File: src/sv/sdsr_pkg.sv
// ----------------------------------------------------------------------------
// sdsr_pkg
// shared types, phase codes, command bytes and frame helpers for the
// sd card spi-mode bring-up and streaming sequencer
// ----------------------------------------------------------------------------
package sdsr_pkg;

  // data block geometry
  localparam int BLOCK_BYTES = 512;
  localparam int BLK_W       = (BLOCK_BYTES > 2) ? $clog2(BLOCK_BYTES) : 1;
  localparam logic [BLK_W-1:0] BLK_LAST = BLK_W'(BLOCK_BYTES - 1);

  // apb register map
  localparam int APB_ADDR_W = 4;
  localparam logic [1:0] REG_START_ADDR = 2'd0;
  localparam logic [1:0] REG_POLL_LIMIT = 2'd1;
  localparam logic [1:0] REG_PREAMBLE   = 2'd2;

  // register reset values
  localparam logic [31:0] START_ADDR_RST = 32'd0;
  localparam logic [7:0]  POLL_LIMIT_RST = 8'd10;
  localparam logic [7:0]  PREAMBLE_RST   = 8'd20;

  // sequencer phases
  localparam logic [3:0] PH_PRE       = 4'd0;
  localparam logic [3:0] PH_FRAME     = 4'd1;
  localparam logic [3:0] PH_FRAME_END = 4'd5;
  localparam logic [3:0] PH_POLL      = 4'd6;
  localparam logic [3:0] PH_POLL_END  = 4'd10;
  localparam logic [3:0] PH_DUMMY     = 4'd11;
  localparam logic [3:0] PH_TOKEN     = 4'd12;
  localparam logic [3:0] PH_DATA      = 4'd13;
  localparam logic [3:0] PH_CRC       = 4'd14;
  localparam logic [3:0] PH_FAIL      = 4'd15;

  // command slots
  localparam logic [2:0] CMD_GO_IDLE    = 3'd0;
  localparam logic [2:0] CMD_IF_COND    = 3'd1;
  localparam logic [2:0] CMD_APP        = 3'd2;
  localparam logic [2:0] CMD_OP_COND    = 3'd3;
  localparam logic [2:0] CMD_READ_MULTI = 3'd4;

  // frame byte positions
  localparam logic [2:0] FB_FIRST   = 3'd0;
  localparam logic [2:0] FB_CRC     = 3'd5;
  localparam logic [2:0] FB_DUMMY_1 = 3'd1;
  localparam logic [2:0] FB_CRC_2   = 3'd2;

  // bus bytes
  localparam logic [7:0] IDLE_BYTE  = 8'hFF;
  localparam logic [7:0] DATA_TOKEN = 8'hFE;
  localparam logic [7:0] R1_IDLE    = 8'h01;
  localparam logic [7:0] R1_READY   = 8'h00;

  localparam logic [31:0] IF_COND_ARG = 32'h0000_01AA;
  localparam logic [31:0] OP_COND_ARG = 32'h4000_0000;

  // status codes
  localparam logic [1:0] ST_INIT   = 2'd0;
  localparam logic [1:0] ST_STREAM = 2'd1;
  localparam logic [1:0] ST_FAIL   = 2'd2;

  typedef struct packed {
    logic [31:0] start_address;
    logic [7:0]  poll_limit;
    logic [7:0]  preamble_bytes;
  } cfg_t;

  typedef struct packed {
    logic [7:0] tx_byte;
    logic       select_low;
    logic [7:0] sample;
    logic       sample_valid;
    logic [1:0] status;
  } result_t;

  function automatic logic [7:0] cmd_code(input logic [2:0] cmd);
    logic [7:0] b;
    case (cmd)
      CMD_GO_IDLE:    b = 8'h40;
      CMD_IF_COND:    b = 8'h48;
      CMD_APP:        b = 8'h77;
      CMD_OP_COND:    b = 8'h69;
      CMD_READ_MULTI: b = 8'h52;
      default:        b = IDLE_BYTE;
    endcase
    return b;
  endfunction

  function automatic logic [7:0] cmd_crc(input logic [2:0] cmd);
    logic [7:0] b;
    case (cmd)
      CMD_GO_IDLE: b = 8'h95;
      CMD_IF_COND: b = 8'h87;
      default:     b = IDLE_BYTE;
    endcase
    return b;
  endfunction

  // byte at position idx of the six-byte command frame
  function automatic logic [7:0] frame_byte(input logic [2:0]  cmd,
                                            input logic [2:0]  idx,
                                            input logic [31:0] start_addr);
    logic [31:0] arg;
    logic [7:0]  b;
    case (cmd)
      CMD_IF_COND:    arg = IF_COND_ARG;
      CMD_OP_COND:    arg = OP_COND_ARG;
      CMD_READ_MULTI: arg = start_addr;
      default:        arg = 32'd0;
    endcase
    case (idx)
      3'd0:    b = cmd_code(cmd);
      3'd1:    b = arg[31:24];
      3'd2:    b = arg[23:16];
      3'd3:    b = arg[15:8];
      3'd4:    b = arg[7:0];
      default: b = cmd_crc(cmd);
    endcase
    return b;
  endfunction

endpackage

File: src/sv/sdsr_cfg.sv
// ----------------------------------------------------------------------------
// sdsr_cfg
// apb register file: start address, poll limit and preamble length
// ----------------------------------------------------------------------------
module sdsr_cfg
  import sdsr_pkg::*;
(
  input  logic                  clk,
  input  logic                  rst_n,
  input  logic                  psel,
  input  logic                  penable,
  input  logic                  pwrite,
  input  logic [APB_ADDR_W-1:0] paddr,
  input  logic [31:0]           pwdata,
  output logic [31:0]           prdata,
  output logic                  pready,
  output cfg_t                  cfg
);

  cfg_t       cfg_r;
  logic       wr_en;
  logic [1:0] reg_idx;

  assign pready  = 1'b1;
  assign wr_en   = psel & penable & pwrite;
  assign reg_idx = paddr[APB_ADDR_W-1:2];

  always_ff @(posedge clk) begin
    if (!rst_n) begin
      cfg_r.start_address  <= START_ADDR_RST;
      cfg_r.poll_limit     <= POLL_LIMIT_RST;
      cfg_r.preamble_bytes <= PREAMBLE_RST;
    end else if (wr_en) begin
      unique case (reg_idx)
        REG_START_ADDR: cfg_r.start_address  <= pwdata;
        REG_POLL_LIMIT: cfg_r.poll_limit     <= pwdata[7:0];
        REG_PREAMBLE:   cfg_r.preamble_bytes <= pwdata[7:0];
        default: ;
      endcase
    end
  end

  always_comb begin
    unique case (reg_idx)
      REG_START_ADDR: prdata = cfg_r.start_address;
      REG_POLL_LIMIT: prdata = {24'd0, cfg_r.poll_limit};
      REG_PREAMBLE:   prdata = {24'd0, cfg_r.preamble_bytes};
      default:        prdata = 32'd0;
    endcase
  end

  assign cfg = cfg_r;

endmodule

File: src/sv/sdsr_seq.sv
// ----------------------------------------------------------------------------
// sdsr_seq
// byte-exchange sequencer: state registers and next-byte decision logic
// ----------------------------------------------------------------------------
module sdsr_seq
  import sdsr_pkg::*;
(
  input  logic       clk,
  input  logic       rst_n,
  input  logic       step,
  input  logic       mode,
  input  logic [7:0] rx_byte,
  input  cfg_t       cfg,
  output result_t    res
);

  logic [3:0]       phase_r, phase_nxt;
  logic [2:0]       fbi_r, fbi_nxt;
  logic [7:0]       pc_r, pc_nxt;
  logic [BLK_W-1:0] bbc_r, bbc_nxt;

  logic [3:0]       phase_cur;
  logic [2:0]       fbi_cur;
  logic [7:0]       pc_cur;
  logic [BLK_W-1:0] bbc_cur;
  logic [3:0]       frame_off;
  logic [3:0]       poll_off;
  logic [2:0]       cmd;
  logic [2:0]       pcmd;
  logic [2:0]       fbi_inc;
  logic [7:0]       limit;
  logic [7:0]       tx;
  logic [7:0]       smp;
  logic             smp_vld;

  always_ff @(posedge clk) begin
    if (!rst_n) begin
      phase_r <= PH_PRE;
      fbi_r   <= '0;
      pc_r    <= '0;
      bbc_r   <= '0;
    end else if (step) begin
      phase_r <= phase_nxt;
      fbi_r   <= fbi_nxt;
      pc_r    <= pc_nxt;
      bbc_r   <= bbc_nxt;
    end
  end

  always_comb begin
    // restart beat behaves like the first beat after reset
    phase_cur = mode ? phase_r : PH_PRE;
    fbi_cur   = mode ? fbi_r   : 3'd0;
    pc_cur    = mode ? pc_r    : 8'd0;
    bbc_cur   = mode ? bbc_r   : '0;

    frame_off = phase_cur - PH_FRAME;
    poll_off  = phase_cur - PH_POLL;
    cmd       = frame_off[2:0];
    pcmd      = poll_off[2:0];
    fbi_inc   = fbi_cur + 3'd1;
    limit     = (cfg.poll_limit == 8'd0) ? 8'd1 : cfg.poll_limit;

    phase_nxt = phase_cur;
    fbi_nxt   = fbi_cur;
    pc_nxt    = pc_cur;
    bbc_nxt   = bbc_cur;
    tx        = IDLE_BYTE;
    smp       = 8'd0;
    smp_vld   = 1'b0;

    unique case (phase_cur) inside
      PH_PRE: begin
        if (pc_cur < cfg.preamble_bytes) begin
          pc_nxt = pc_cur + 8'd1;
        end else begin
          phase_nxt = PH_FRAME + {1'b0, CMD_GO_IDLE};
          fbi_nxt   = FB_FIRST;
          tx        = cmd_code(CMD_GO_IDLE);
        end
      end
      [PH_FRAME:PH_FRAME_END]: begin
        if (fbi_cur < FB_CRC) begin
          fbi_nxt = fbi_inc;
          tx      = frame_byte(cmd, fbi_inc, cfg.start_address);
        end else begin
          phase_nxt = PH_POLL + {1'b0, cmd};
          pc_nxt    = 8'd1;
        end
      end
      [PH_POLL:PH_POLL_END]: begin
        if (rx_byte == IDLE_BYTE && pc_cur < limit) begin
          pc_nxt = pc_cur + 8'd1;
        end else begin
          case (pcmd)
            CMD_GO_IDLE: begin
              if (rx_byte == R1_IDLE) begin
                phase_nxt = PH_FRAME + {1'b0, CMD_IF_COND};
                fbi_nxt   = FB_FIRST;
                tx        = cmd_code(CMD_IF_COND);
              end else begin
                phase_nxt = PH_FAIL;
              end
            end
            CMD_IF_COND: begin
              phase_nxt = PH_DUMMY;
              fbi_nxt   = FB_DUMMY_1;
            end
            CMD_APP: begin
              phase_nxt = PH_FRAME + {1'b0, CMD_OP_COND};
              fbi_nxt   = FB_FIRST;
              tx        = cmd_code(CMD_OP_COND);
            end
            CMD_OP_COND: begin
              fbi_nxt = FB_FIRST;
              if (rx_byte == R1_READY) begin
                phase_nxt = PH_FRAME + {1'b0, CMD_READ_MULTI};
                tx        = cmd_code(CMD_READ_MULTI);
              end else begin
                phase_nxt = PH_FRAME + {1'b0, CMD_APP};
                tx        = cmd_code(CMD_APP);
              end
            end
            default: begin
              if (rx_byte == R1_READY) begin
                phase_nxt = PH_TOKEN;
              end else begin
                phase_nxt = PH_FRAME + {1'b0, CMD_READ_MULTI};
                fbi_nxt   = FB_FIRST;
                tx        = cmd_code(CMD_READ_MULTI);
              end
            end
          endcase
        end
      end
      PH_DUMMY: begin
        if (fbi_cur < FB_CRC) begin
          fbi_nxt = fbi_inc;
        end else begin
          phase_nxt = PH_FRAME + {1'b0, CMD_APP};
          fbi_nxt   = FB_FIRST;
          tx        = cmd_code(CMD_APP);
        end
      end
      PH_TOKEN: begin
        if (rx_byte == DATA_TOKEN) begin
          phase_nxt = PH_DATA;
          bbc_nxt   = '0;
        end
      end
      PH_DATA: begin
        if (bbc_cur[0]) begin
          smp     = rx_byte;
          smp_vld = 1'b1;
        end
        if (bbc_cur != BLK_LAST) begin
          bbc_nxt = bbc_cur + BLK_W'(1);
        end else begin
          phase_nxt = PH_CRC;
          fbi_nxt   = FB_DUMMY_1;
        end
      end
      PH_CRC: begin
        if (fbi_cur < FB_CRC_2) begin
          fbi_nxt = fbi_inc;
        end else begin
          phase_nxt = PH_TOKEN;
        end
      end
      default: begin
        phase_nxt = PH_FAIL;
      end
    endcase

    res.tx_byte      = tx;
    res.select_low   = (phase_nxt == PH_PRE) || (phase_nxt == PH_FAIL);
    res.sample       = smp;
    res.sample_valid = smp_vld;
    if (phase_nxt == PH_FAIL) begin
      res.status = ST_FAIL;
    end else if (phase_nxt == PH_TOKEN || phase_nxt == PH_DATA || phase_nxt == PH_CRC) begin
      res.status = ST_STREAM;
    end else begin
      res.status = ST_INIT;
    end
  end

endmodule

File: src/sv/sd_spi_init_and_stream_reader_core.sv
// ----------------------------------------------------------------------------
// sd_spi_init_and_stream_reader_core
// sd card spi-mode sequencer: brings the card up (cmd0, cmd8, cmd55/acmd41,
// cmd18) one byte exchange per beat, then streams data blocks and passes
// out every second data byte as an audio sample
// ----------------------------------------------------------------------------
//
//  channel  | ports                                   | direction
//  ---------+-----------------------------------------+----------
//  in       | in_valid/in_ready, in_mode, in_rx_byte  | to block
//  out      | out_valid/out_ready, out_tx_byte,       | from block
//           | out_select_low, out_sample,             |
//           | out_sample_valid, out_status            |
//  cfg      | psel, penable, pwrite, paddr, pwdata,   | apb slave
//           | prdata, pready                          |
//
//  one beat in gives exactly one beat out, registered and valid in the cycle after it is taken
//  a new beat is taken every cycle while the result register is empty or
//  being drained; the sequencer state and result register load together
//  reset (rst_n low, synchronous) puts the sequencer at the preamble and
//  loads the register defaults; in_mode low restarts without touching regs
//  an out stall holds the result and blocks the input only while full
// ----------------------------------------------------------------------------
module sd_spi_init_and_stream_reader_core
  import sdsr_pkg::*;
(
  input  logic                  clk,
  input  logic                  rst_n,

  // input beat: byte returned by the card
  input  logic                  in_valid,
  output logic                  in_ready,
  input  logic                  in_mode,
  input  logic [7:0]            in_rx_byte,

  // result beat: next byte to send and stream data
  output logic                  out_valid,
  input  logic                  out_ready,
  output logic [7:0]            out_tx_byte,
  output logic                  out_select_low,
  output logic [7:0]            out_sample,
  output logic                  out_sample_valid,
  output logic [1:0]            out_status,

  // apb configuration port
  input  logic                  psel,
  input  logic                  penable,
  input  logic                  pwrite,
  input  logic [APB_ADDR_W-1:0] paddr,
  input  logic [31:0]           pwdata,
  output logic [31:0]           prdata,
  output logic                  pready
);

  cfg_t    cfg;
  result_t res;
  result_t res_r;
  logic    out_valid_r;
  logic    in_fire;

  // result register frees up when empty or when the current beat leaves
  assign in_ready = !out_valid_r || out_ready;
  assign in_fire  = in_valid && in_ready;

  sdsr_cfg u_cfg (
    .clk     (clk),
    .rst_n   (rst_n),
    .psel    (psel),
    .penable (penable),
    .pwrite  (pwrite),
    .paddr   (paddr),
    .pwdata  (pwdata),
    .prdata  (prdata),
    .pready  (pready),
    .cfg     (cfg)
  );

  // next-byte decision from the current state and the incoming byte
  sdsr_seq u_seq (
    .clk     (clk),
    .rst_n   (rst_n),
    .step    (in_fire),
    .mode    (in_mode),
    .rx_byte (in_rx_byte),
    .cfg     (cfg),
    .res     (res)
  );

  // output valid flag
  always_ff @(posedge clk) begin
    if (!rst_n) begin
      out_valid_r <= 1'b0;
    end else if (in_fire) begin
      out_valid_r <= 1'b1;
    end else if (out_ready) begin
      out_valid_r <= 1'b0;
    end
  end

  // result payload, loaded with each accepted beat
  always_ff @(posedge clk) begin
    if (in_fire) begin
      res_r <= res;
    end
  end

  assign out_valid        = out_valid_r;
  assign out_tx_byte      = res_r.tx_byte;
  assign out_select_low   = res_r.select_low;
  assign out_sample       = res_r.sample;
  assign out_sample_valid = res_r.sample_valid;
  assign out_status       = res_r.status;

endmodule

File: config.mk
export PLATFORM = sky130hd
export DESIGN_NAME = sd_spi_init_and_stream_reader_core
export DESIGN_NICKNAME = d
export VERILOG_FILES = /design/src/sv/sdsr_pkg.sv /design/src/sv/sdsr_cfg.sv /design/src/sv/sdsr_seq.sv /design/src/sv/sd_spi_init_and_stream_reader_core.sv
export SDC_FILE = /design/constraint.sdc
export NUM_CORES = 1
export LEC_CHECK = 0
export ABC_AREA = 0
export BUFFER_PORTS_ARGS = -buffer_cell sky130_fd_sc_hd__buf_2
export CAP_MARGIN = 30
export CORE_MARGIN = 1.5
export CORE_UTILIZATION = 40
export DETAILED_ROUTE_END_ITERATION = 12
export GPL_ROUTABILITY_DRIVEN = 0
export SYNTH_ARGS = -nofsm -noshare
export SYNTH_HDL_FRONTEND = slang
export SYNTH_SLANG_ARGS = --single-unit
export TNS_END_PERCENT = 20
File: constraint.sdc
create_clock -name clk -period 3.2 [get_ports clk]
set_clock_uncertainty 0.15 [all_clocks]
set_input_delay 0.32 -clock clk [delete_from_list [all_inputs] [get_ports clk]]
set_output_delay 0.32 -clock clk [all_outputs]
set_load 0.02 [all_outputs]
* Word level (Yosys, flattened, before mapping)
Cells that the tools add are included.
Word-level totals: flip-flop bits (word level) 93, output and inout bits 55
Operators by class: add/subtract/negate cells 6, $lt $le $gt $ge 8, equality and inequality tests 25, muxes and demuxes 52, bitwise operators 2, reduce and logical (&&, ||, !) cells 23
Operators by type and width (number):
- case mux 32 bit (3 select lines) | 2
- 2-to-1 mux 8 bit | 11
- case mux 8 bit (5 select lines) | 2
- case mux 8 bit (4 select lines) | 2
- 2-to-1 mux 4 bit | 10
- equality test 4 bit (second input constant) | 8
- 2-to-1 mux 3 bit | 10
- case mux 4 bit (7 select lines) | 1
- 2-to-1 mux 9 bit | 3
- case mux 8 bit (3 select lines) | 1
- equality test 3 x 2 -> 1 bit (second input constant) | 6
- case mux 3 bit (6 select lines) | 1
- case mux 9 bit (2 select lines) | 1
- equality test 8 bit (second input constant) | 2
- zero test 8 bit | 2
- < comparator 8 bit | 2
- case mux 4 bit (4 select lines) | 1
- case mux 7 bit (2 select lines) | 1
- adder 9 x 1 -> 9 bit (second input constant) | 1
- equality test 3 x 1 -> 1 bit (second input constant) | 3
- zero test 3 bit | 3
- != test 9 bit (second input constant) | 1
- case mux 3 bit (3 select lines) | 1
- adder 8 x 1 -> 8 bit (second input constant) | 1
- 25 further kinds | 40

* Logic depth before layout (Yosys ltp)
Gate-level depths: netlist of run 1.
word-level depth 10, mapped depth 15, mapped depth without buffers 12

* Cells and area by module
A second synthesis of run 1 with hierarchy kept.
Unflattened totals: cell total of the unflattened synthesis 787, area total of the unflattened synthesis 6438.7 um^2
Modules (own cells, without submodules):
- sdsr_seq | instances 1, cells each 506, area an instance 3553.4 um^2, seq. area each 480.5 um^2
- sdsr_cfg | instances 1, cells each 256, area an instance 2227.1 um^2, seq. area each 960.9 um^2
- sd_spi_init_and_stream_reader_core | instances 1, cells each 25, area an instance 658.1 um^2, seq. area each 620.6 um^2

* Worst setup path after synthesis of run 1
Ideal clock, no wire load.
path kind in2reg, from input in_mode, to register res_r (netlist bit out_select_low) (data pin), library setup time 0.261 ns, arrival 3.037 ns, setup slack -0.248 ns, stages on the path 15, cells stage by stage buf_2 -> clkbuf_1 -> and2_1 -> inv_1 -> ha_1 -> xnor2_2 -> inv_1 -> clkbuf_1 -> ha_1 -> nor2_1 -> a21oi_1 -> o221ai_1 -> a311oi_1 -> or2_1 -> o22ai_1
RTL lines:
- start, declared | line sd_spi_init_and_stream_reader_core.sv:33 | input logic in_mode,
- end signal, assigned | line sd_spi_init_and_stream_reader_core.sv:103 | res_r <= res;
- end, declared | line sd_spi_init_and_stream_reader_core.sv:57 | result_t res_r;

==> results.yml, run 1 <==
power:
  intPower_w: 0.00213
  p_leak_nw: 3.21
  power.switching_w: 0.000883
  pwr-share-clk_pct: 36.3
  switching_share_pct: 29.3
  comb_power_share_pct: 21.7
  ir_drop_mv: 0.253
  pwr-share-seq_pct: 42.0
  p_per_area_nw_per_um2: 395
synth:
  synth-compound-area-share_pct: 22.7
  ys_seq_elements: 93
  synth_fa_ha_area_share_pct: 6.98
  syn-num-nets: 860
  netlist_instances: 774
  synth-simple-area-share_pct: 26.5
  ys_async_sr_fraction_pct: 0
  syn_avg_cell_area_um2: 7.87
  yosys_warnings: 0
  synth_edf_count: 20
  synth_seq_area_share_pct: 33.9
  synth_area_leaders: "dfxtp_1 (24%), edfxtp_1 (9.9%), nand2_1 (7.3%)"
  synth_xor_xnor_area_share_pct: 0.842
  synthDistinctLibCells: 81
  synth_top_cell_area_share_pct: 24.0
  synth.area.mux_share_pct: 3.82
  synthFlopType: "dfxtp_1"
  synth_top_cell_by_area: "dfxtp_1"
  synth_top_family_by_area: "simple AND/OR/NAND/NOR gates"
  syn_area_um2: 6090
sta:
  hold_viol_final: 0
  finalSetupViolations: 0
  max_freq_mhz: 330
  relSlewSlack_pct: 57.4
  fin_crit_sh_pct: 94.6
  finalCriticalPeriod_ns: 3.03
  max_slew.worst_pin.slew_ns: 0.637
  maxSlewViolCount: 0
  tns_ns: 0
  rsz0062_at_grt: "false"
cts:
  cts_root_buf: "clkbuf_16"
  cts_max_level: 3
  cts_tree: "built"
  hold_buffers: 0
  cts_setup_buffers: 0
  numCtsBuffers: 9
  path_clk_slew_ns: 0.07
  clock_latency_ns: 0.35
  clk_path_buf_depth: 2
  cts_sinks: 93
die:
  die_h_um: 126
  rows: 44
  die_w_um: 126
  initial_core_util_pct: 41.4
  die-area_um2: 16000
  ios: 107
  core_area_um2: 14700
cells_and_area:
  antennaDiodeCount: 0
  layout_common_cells: "nand2_1 (118), buf_2 (103), buf_4 (84)"
  num-nets-final: 1011
  area_delta_synth_final_pct: 25.2
  final_cells: 1113
  drive_gt1_share_pct: 24.3
  layout_commonest_cell: "nand2_1"
  fin_util_pct: 51.9
detailed_routing:
  drc: 0
  routed_via_density: 5.73
  drt-total-wl_um: 18900
  wl_per_cell_um: 16.9
  vias: 6376
  dr.pass1.iters: 7
  first_iter_violations: 584
  ant_nets: 0
setup_path:
  crit_buf_inv: 5
  cpLargestDelayFamily: "simple AND/OR/NAND/NOR gates"
  crit_top_cell: "buf_4"
  arrival_ns: 3.08
  worstSetupEndpointType: "flop"
  critPathRequiredTime_ns: 3.25
  startpoint_type: "primary input"
  crit_path_cell_trace: "buf_2 -> buf_4 -> nand2_1 -> inv_1 -> buf_4 -> ha_1 -> nor3b_1 -> nand2_1 -> o2111ai_1 -> a211oi_1 -> buf_4 -> or2_1 -> o22ai_1"
  crit_slowest_cell: "nor3b_1"
  cpPeakStageDelay_ns: 0.58
  critPathKind: "in2reg"
  path_max_fanout: 15
global_routing:
  antenna_found_initial: 0
  grt_usage_pct: 23.8
  grt_pass1_wl_um: 30500
  grt_pass1_vias: 6036
  overflow: 0
  grt_max_degree: 45
placed_design:
  placed_cells: 1097
  dp_hpwl_um: 14400
  port_buffers: 103
flow_run:
  max_cap_violations: 0
outcome:
  outcome: "complete, no violations"
hold_path:
  hold_path_class: "in2reg"
## layer usage
metal	part of all wire (%)	vias up	global-route usage, %
li1	-	3069	-
met1	44	2964	31.2
met4	2.3	0	9.06
met3	7.8	40	3.75
met2	46	303	39.7
met5	0	-	0
## tightest hold or removal path, delay by kind of cell
kind	cells	cell delay (ns)
AND/OR/NAND/NOR	1	0.04
buffers and inverters	1	0.09
AO/OA/AOI/OAI	1	0.05
## Yosys cell counts, types with 4 or more instances
cell type	count
a211oi_1	6
a21o_1	5
a21oi_1	70
a22o_1	4
a22oi_1	11
a31oi_1	6
and2_1	52
and3_1	11
buf_1	6
clkbuf_1	39
dfxtp_1	73
edfxtp_1	20
ha_1	34
inv_1	32
mux2i_1	21
nand2_1	119
nand3_1	18
nand4_1	7
nor2_1	56
nor2b_1	5
nor3_1	11
nor4_1	5
o211ai_1	9
o21a_1	4
o21ai_0	39
o221ai_1	4
o22ai_1	4
o2bb2ai_1	4
o31a_1	5
o31ai_1	7
or3_1	6
or4_1	4
## logic make-up after synthesis
| family | Yosys count |
|---|---|
| buffers and inverters | 83 |
| flip-flops | 93 |
| adder cells (fa/ha/maj) | 34 |
| other | 1 |
| XOR/XNOR | 5 |
| multiplexers | 23 |
| AO/OA/AOI/OAI | 212 |
| AND/OR/NAND/NOR | 323 |
## timing repair
| action | in CTS | in global routing |
|---|---|---|
| hold endpoints to repair | 0 | 0 |
| setup endpoints to repair | 0 | 3 |
| gates resized for setup | 0 | 6 |
## registers in the layout, summed over array words and instances (netlist names)
signal            flops
u_cfg.cfg            48
u_seq.bbc_r           9
out_sample            8
out_tx_byte           8
u_seq.pc_r            8
u_seq.phase_r         4
u_seq.fbi_r           3
out_status            2
out_sample_valid      1
out_select_low        1
out_valid             1
## final timing paths
path / startpoint / endpoint / slack, ns / depth (start not counted)
max: in_mode / out_select_low / 0.17 / 13
min: pwdata[16] / u_cfg.cfg[32] / 0.05 / 3
min reg2reg: u_cfg.cfg[40] / u_cfg.cfg[40] / 0.32 / 2
max reg2reg: u_seq.fbi_r[1] / out_tx_byte[2] / 0.19 / 10
## area by class of cell
cell class              count  area [um^2]
fillers                  1399         7070
clock inverters             2         13.8
clock buffers              13          282
inverters                  35          131
repair buffers            188         1170
well taps                 184          230
multi-input cells         598         3730
flip-flops and latches     93         2060
## power groups by stage
stage          registers [W]  clock network, W  logic (W)
2_1_floorplan        0.00131                 0   0.000339
3_3_place_gp         0.00129                 0   0.000624
3_5_place_dp         0.00129                 0   0.000634
4_1_cts              0.00126           0.00110   0.000637
5_1_grt              0.00127           0.00114   0.000707
6_report             0.00126           0.00109   0.000653
## metrics by stage
step	power [W]	cell area, um^2	setup WS (ns)	hold WS, ns
floorplan	0.00165	6110	-0.0119	0.286
global placement	0.00191	7280	-0.175	0.296
detailed placement	0.00192	7290	-0.259	0.312
CTS	0.00300	7580	0.00711	0.0457
global route	0.00312	7630	0.0319	0.0611
finish	0.00301	7630	0.172	0.0507
Note: power is estimated with default switching activity, not from simulation.
==> run 2: changes to the inputs <==
--- a/config.mk
+++ b/config.mk
@@ -8,6 +8,7 @@
 export ABC_AREA = 0
 export BUFFER_PORTS_ARGS = -buffer_cell sky130_fd_sc_hd__buf_2
 export CAP_MARGIN = 30
+export CORE_ASPECT_RATIO = 0.75
 export CORE_MARGIN = 1.5
 export CORE_UTILIZATION = 40
 export DETAILED_ROUTE_END_ITERATION = 12
==> run 2 against run 1 <==
  * Global-route usage increased by 0.28 points
  * Flip-flop and latch count unchanged
  * First-iteration DRC count increased by 5.8%
  * Hold slack got worse by 0.0036 ns
  * Fmax decreased by 0.14%
  * Highest routed layer unchanged
  * Utilization decreased by 0.77 points
  * Non-clock buffer count decreased by 20
  * Final cell count decreased by 0.27%
  * Die area about the same
  * Cell area decreased by 1.5%
  * Critical path depth decreased by 4
  * Sequential power about the same
==> results.yml, run 2 (synthesis results as in run 1) <==
cts:
  numCtsBuffers: 9
  cts_resized: 0
  cts_sinks: 93
  hold_buffers: 0
  clock_latency_ns: 0.36
  cts_setup_buffers: 0
  cts_max_level: 3
  clk_path_buf_depth: 2
  path_clk_slew_ns: 0.07
  cts_tree: "built"
  cts_root_buf: "clkbuf_16"
hold_path:
  min-delay-start: "pwdata[19]"
  hold_path_class: "in2reg"
setup_path:
  path_max_fanout: 6
  cpPeakStageDelay_ns: 0.51
  r2r_end: "u_seq.pc_r[1]"
  crit_slowest_cell: "or4_1"
  critPathLaunch: "u_seq.pc_r[3]"
  worstSetupEndpoint: "u_seq.pc_r[1]"
  startpoint_type: "flop"
  rrSetupSlack_ns: 0.17
  arrival_ns: 3.13
  worstSetupEndpointType: "flop"
  r2r_cells: 9
  critPathRequiredTime_ns: 3.30
  r2r-start: "u_seq.pc_r[3]"
  crit_path_cell_trace: "and2_1 -> ha_1 -> or4_1 -> o2111ai_1 -> a21oi_2 -> o41ai_1 -> buf_4 -> a21oi_1 -> a32o_1"
  critPathKind: "reg2reg"
sta:
  hold_viol_final: 0
  finalSetupViolations: 0
  max_freq_mhz: 330
  holdWs_ns: 0.0471
  rsz0062_at_grt: "false"
  maxSlewViolCount: 0
  fin_crit_sh_pct: 94.7
  max_slew.worst_pin.slew_ns: 0.650
  finalCriticalPeriod_ns: 3.03
  relSlewSlack_pct: 56.2
  setup_slack_ns: 0.168
  tns_ns: 0
detailed_routing:
  first_iter_violations: 618
  drc: 0
  wl_per_cell_um: 17.0
  vias: 6245
  routed_via_density: 5.63
  dr.pass1.iters: 5
  drt-total-wl_um: 18900
  ant_nets: 0
power:
  switching_share_pct: 29.6
  pwr-share-seq_pct: 41.9
  ir_drop_mv: 0.261
  p_leak_nw: 3.11
  power_w: 0.00302
  intPower_w: 0.00213
  p_per_area_nw_per_um2: 402
  comb_power_share_pct: 20.7
  pwr-share-clk_pct: 37.4
  power.switching_w: 0.000895
placed_design:
  port_buffers: 103
  pre_cts_slack_ns: -0.245
  dpl-instance-area_um2: 7180
  dp_hpwl_um: 14500
die:
  rows: 38
  die-area_um2: 16000
  core_area_um2: 14700
  initial_core_util_pct: 41.5
  die_w_um: 145
  ios: 107
  die_h_um: 110
cells_and_area:
  num-nets-final: 991
  layout_commonest_cell: "nand2_1"
  layout_common_cells: "nand2_1 (118), buf_2 (103), dfxtp_1 (73)"
  largest_register_ffs: 48
  antennaDiodeCount: 0
  area_delta_synth_final_pct: 23.3
  fin_area_um2: 7510
  drive_gt1_share_pct: 22.9
global_routing:
  grt_max_degree: 46
  overflow: 0
  antenna_found_initial: 0
  grt_pass1_vias: 5954
  grt_usage_pct: 24.1
  grt_pass1_wl_um: 30400
flow_run:
  max_cap_violations: 0
outcome:
  outcome: "complete, no violations"
run 2: area by class of cell:
cell class,instances,area (um^2)
Tap cell,200,250
Clock inverter,4,33.8
Multi-Input combinational cell,598,3740
Inverter,35,131
Clock buffer,12,279
Timing Repair Buffer,168,1020
Sequential cell,93,2060
Fill cell,1416,7180
run 2: power by group through the flow:
stage | Combinational (W) | Clock [W] | Sequential (W)
after detailed placement | 0.000610 | 0 | 0.00129
after global placement | 0.000603 | 0 | 0.00129
after CTS | 0.000613 | 0.00116 | 0.00127
after floorplan | 0.000339 | 0 | 0.00131
after global routing | 0.000680 | 0.00120 | 0.00127
final | 0.000625 | 0.00113 | 0.00127
run 2: worst min-delay path by stage:
stage,endpoint,slack (ns),cells after the start
4_1_cts,u_cfg.cfg[35],0.03,3
2_1_floorplan,u_seq.pc_r[7],0.29,2
3_3_place_gp,u_seq.pc_r[7],0.31,2
6_report,u_cfg.cfg[35],0.05,3
5_1_grt,u_cfg.cfg[31],0.05,3
3_5_place_dp,u_seq.pc_r[7],0.31,2
run 2: metrics by stage:
step,std cells,util [%]
2_1_floorplan,774,-
3_3_place_gp,1093,48.8
3_5_place_dp,1094,48.8
4_1_cts,1110,51.0
5_1_grt,1110,51.1
6_report,1110,51.1
run 2: worst max-delay path: cells and delay by family, from the launching register on:
| kind | cells | cell delay (ns) |
|---|---|---|
| adders and majority gates | 1 | 0.20 |
| buffers and inverters | 1 | 0.18 |
| and+or+nand+nor | 2 | 0.71 |
| AOI/OAI and AO/OA | 5 | 1.32 |
| DFF | 1 | 0.37 |
run 2: routing by layer:
layer	routed length (um)	vias up	global-route usage, %
met4	194	0	4.88
met5	0	-	0
li1	-	3031	-
met1	9220	2958	33.8
met2	7990	242	37.0
met3	1480	14	6.80
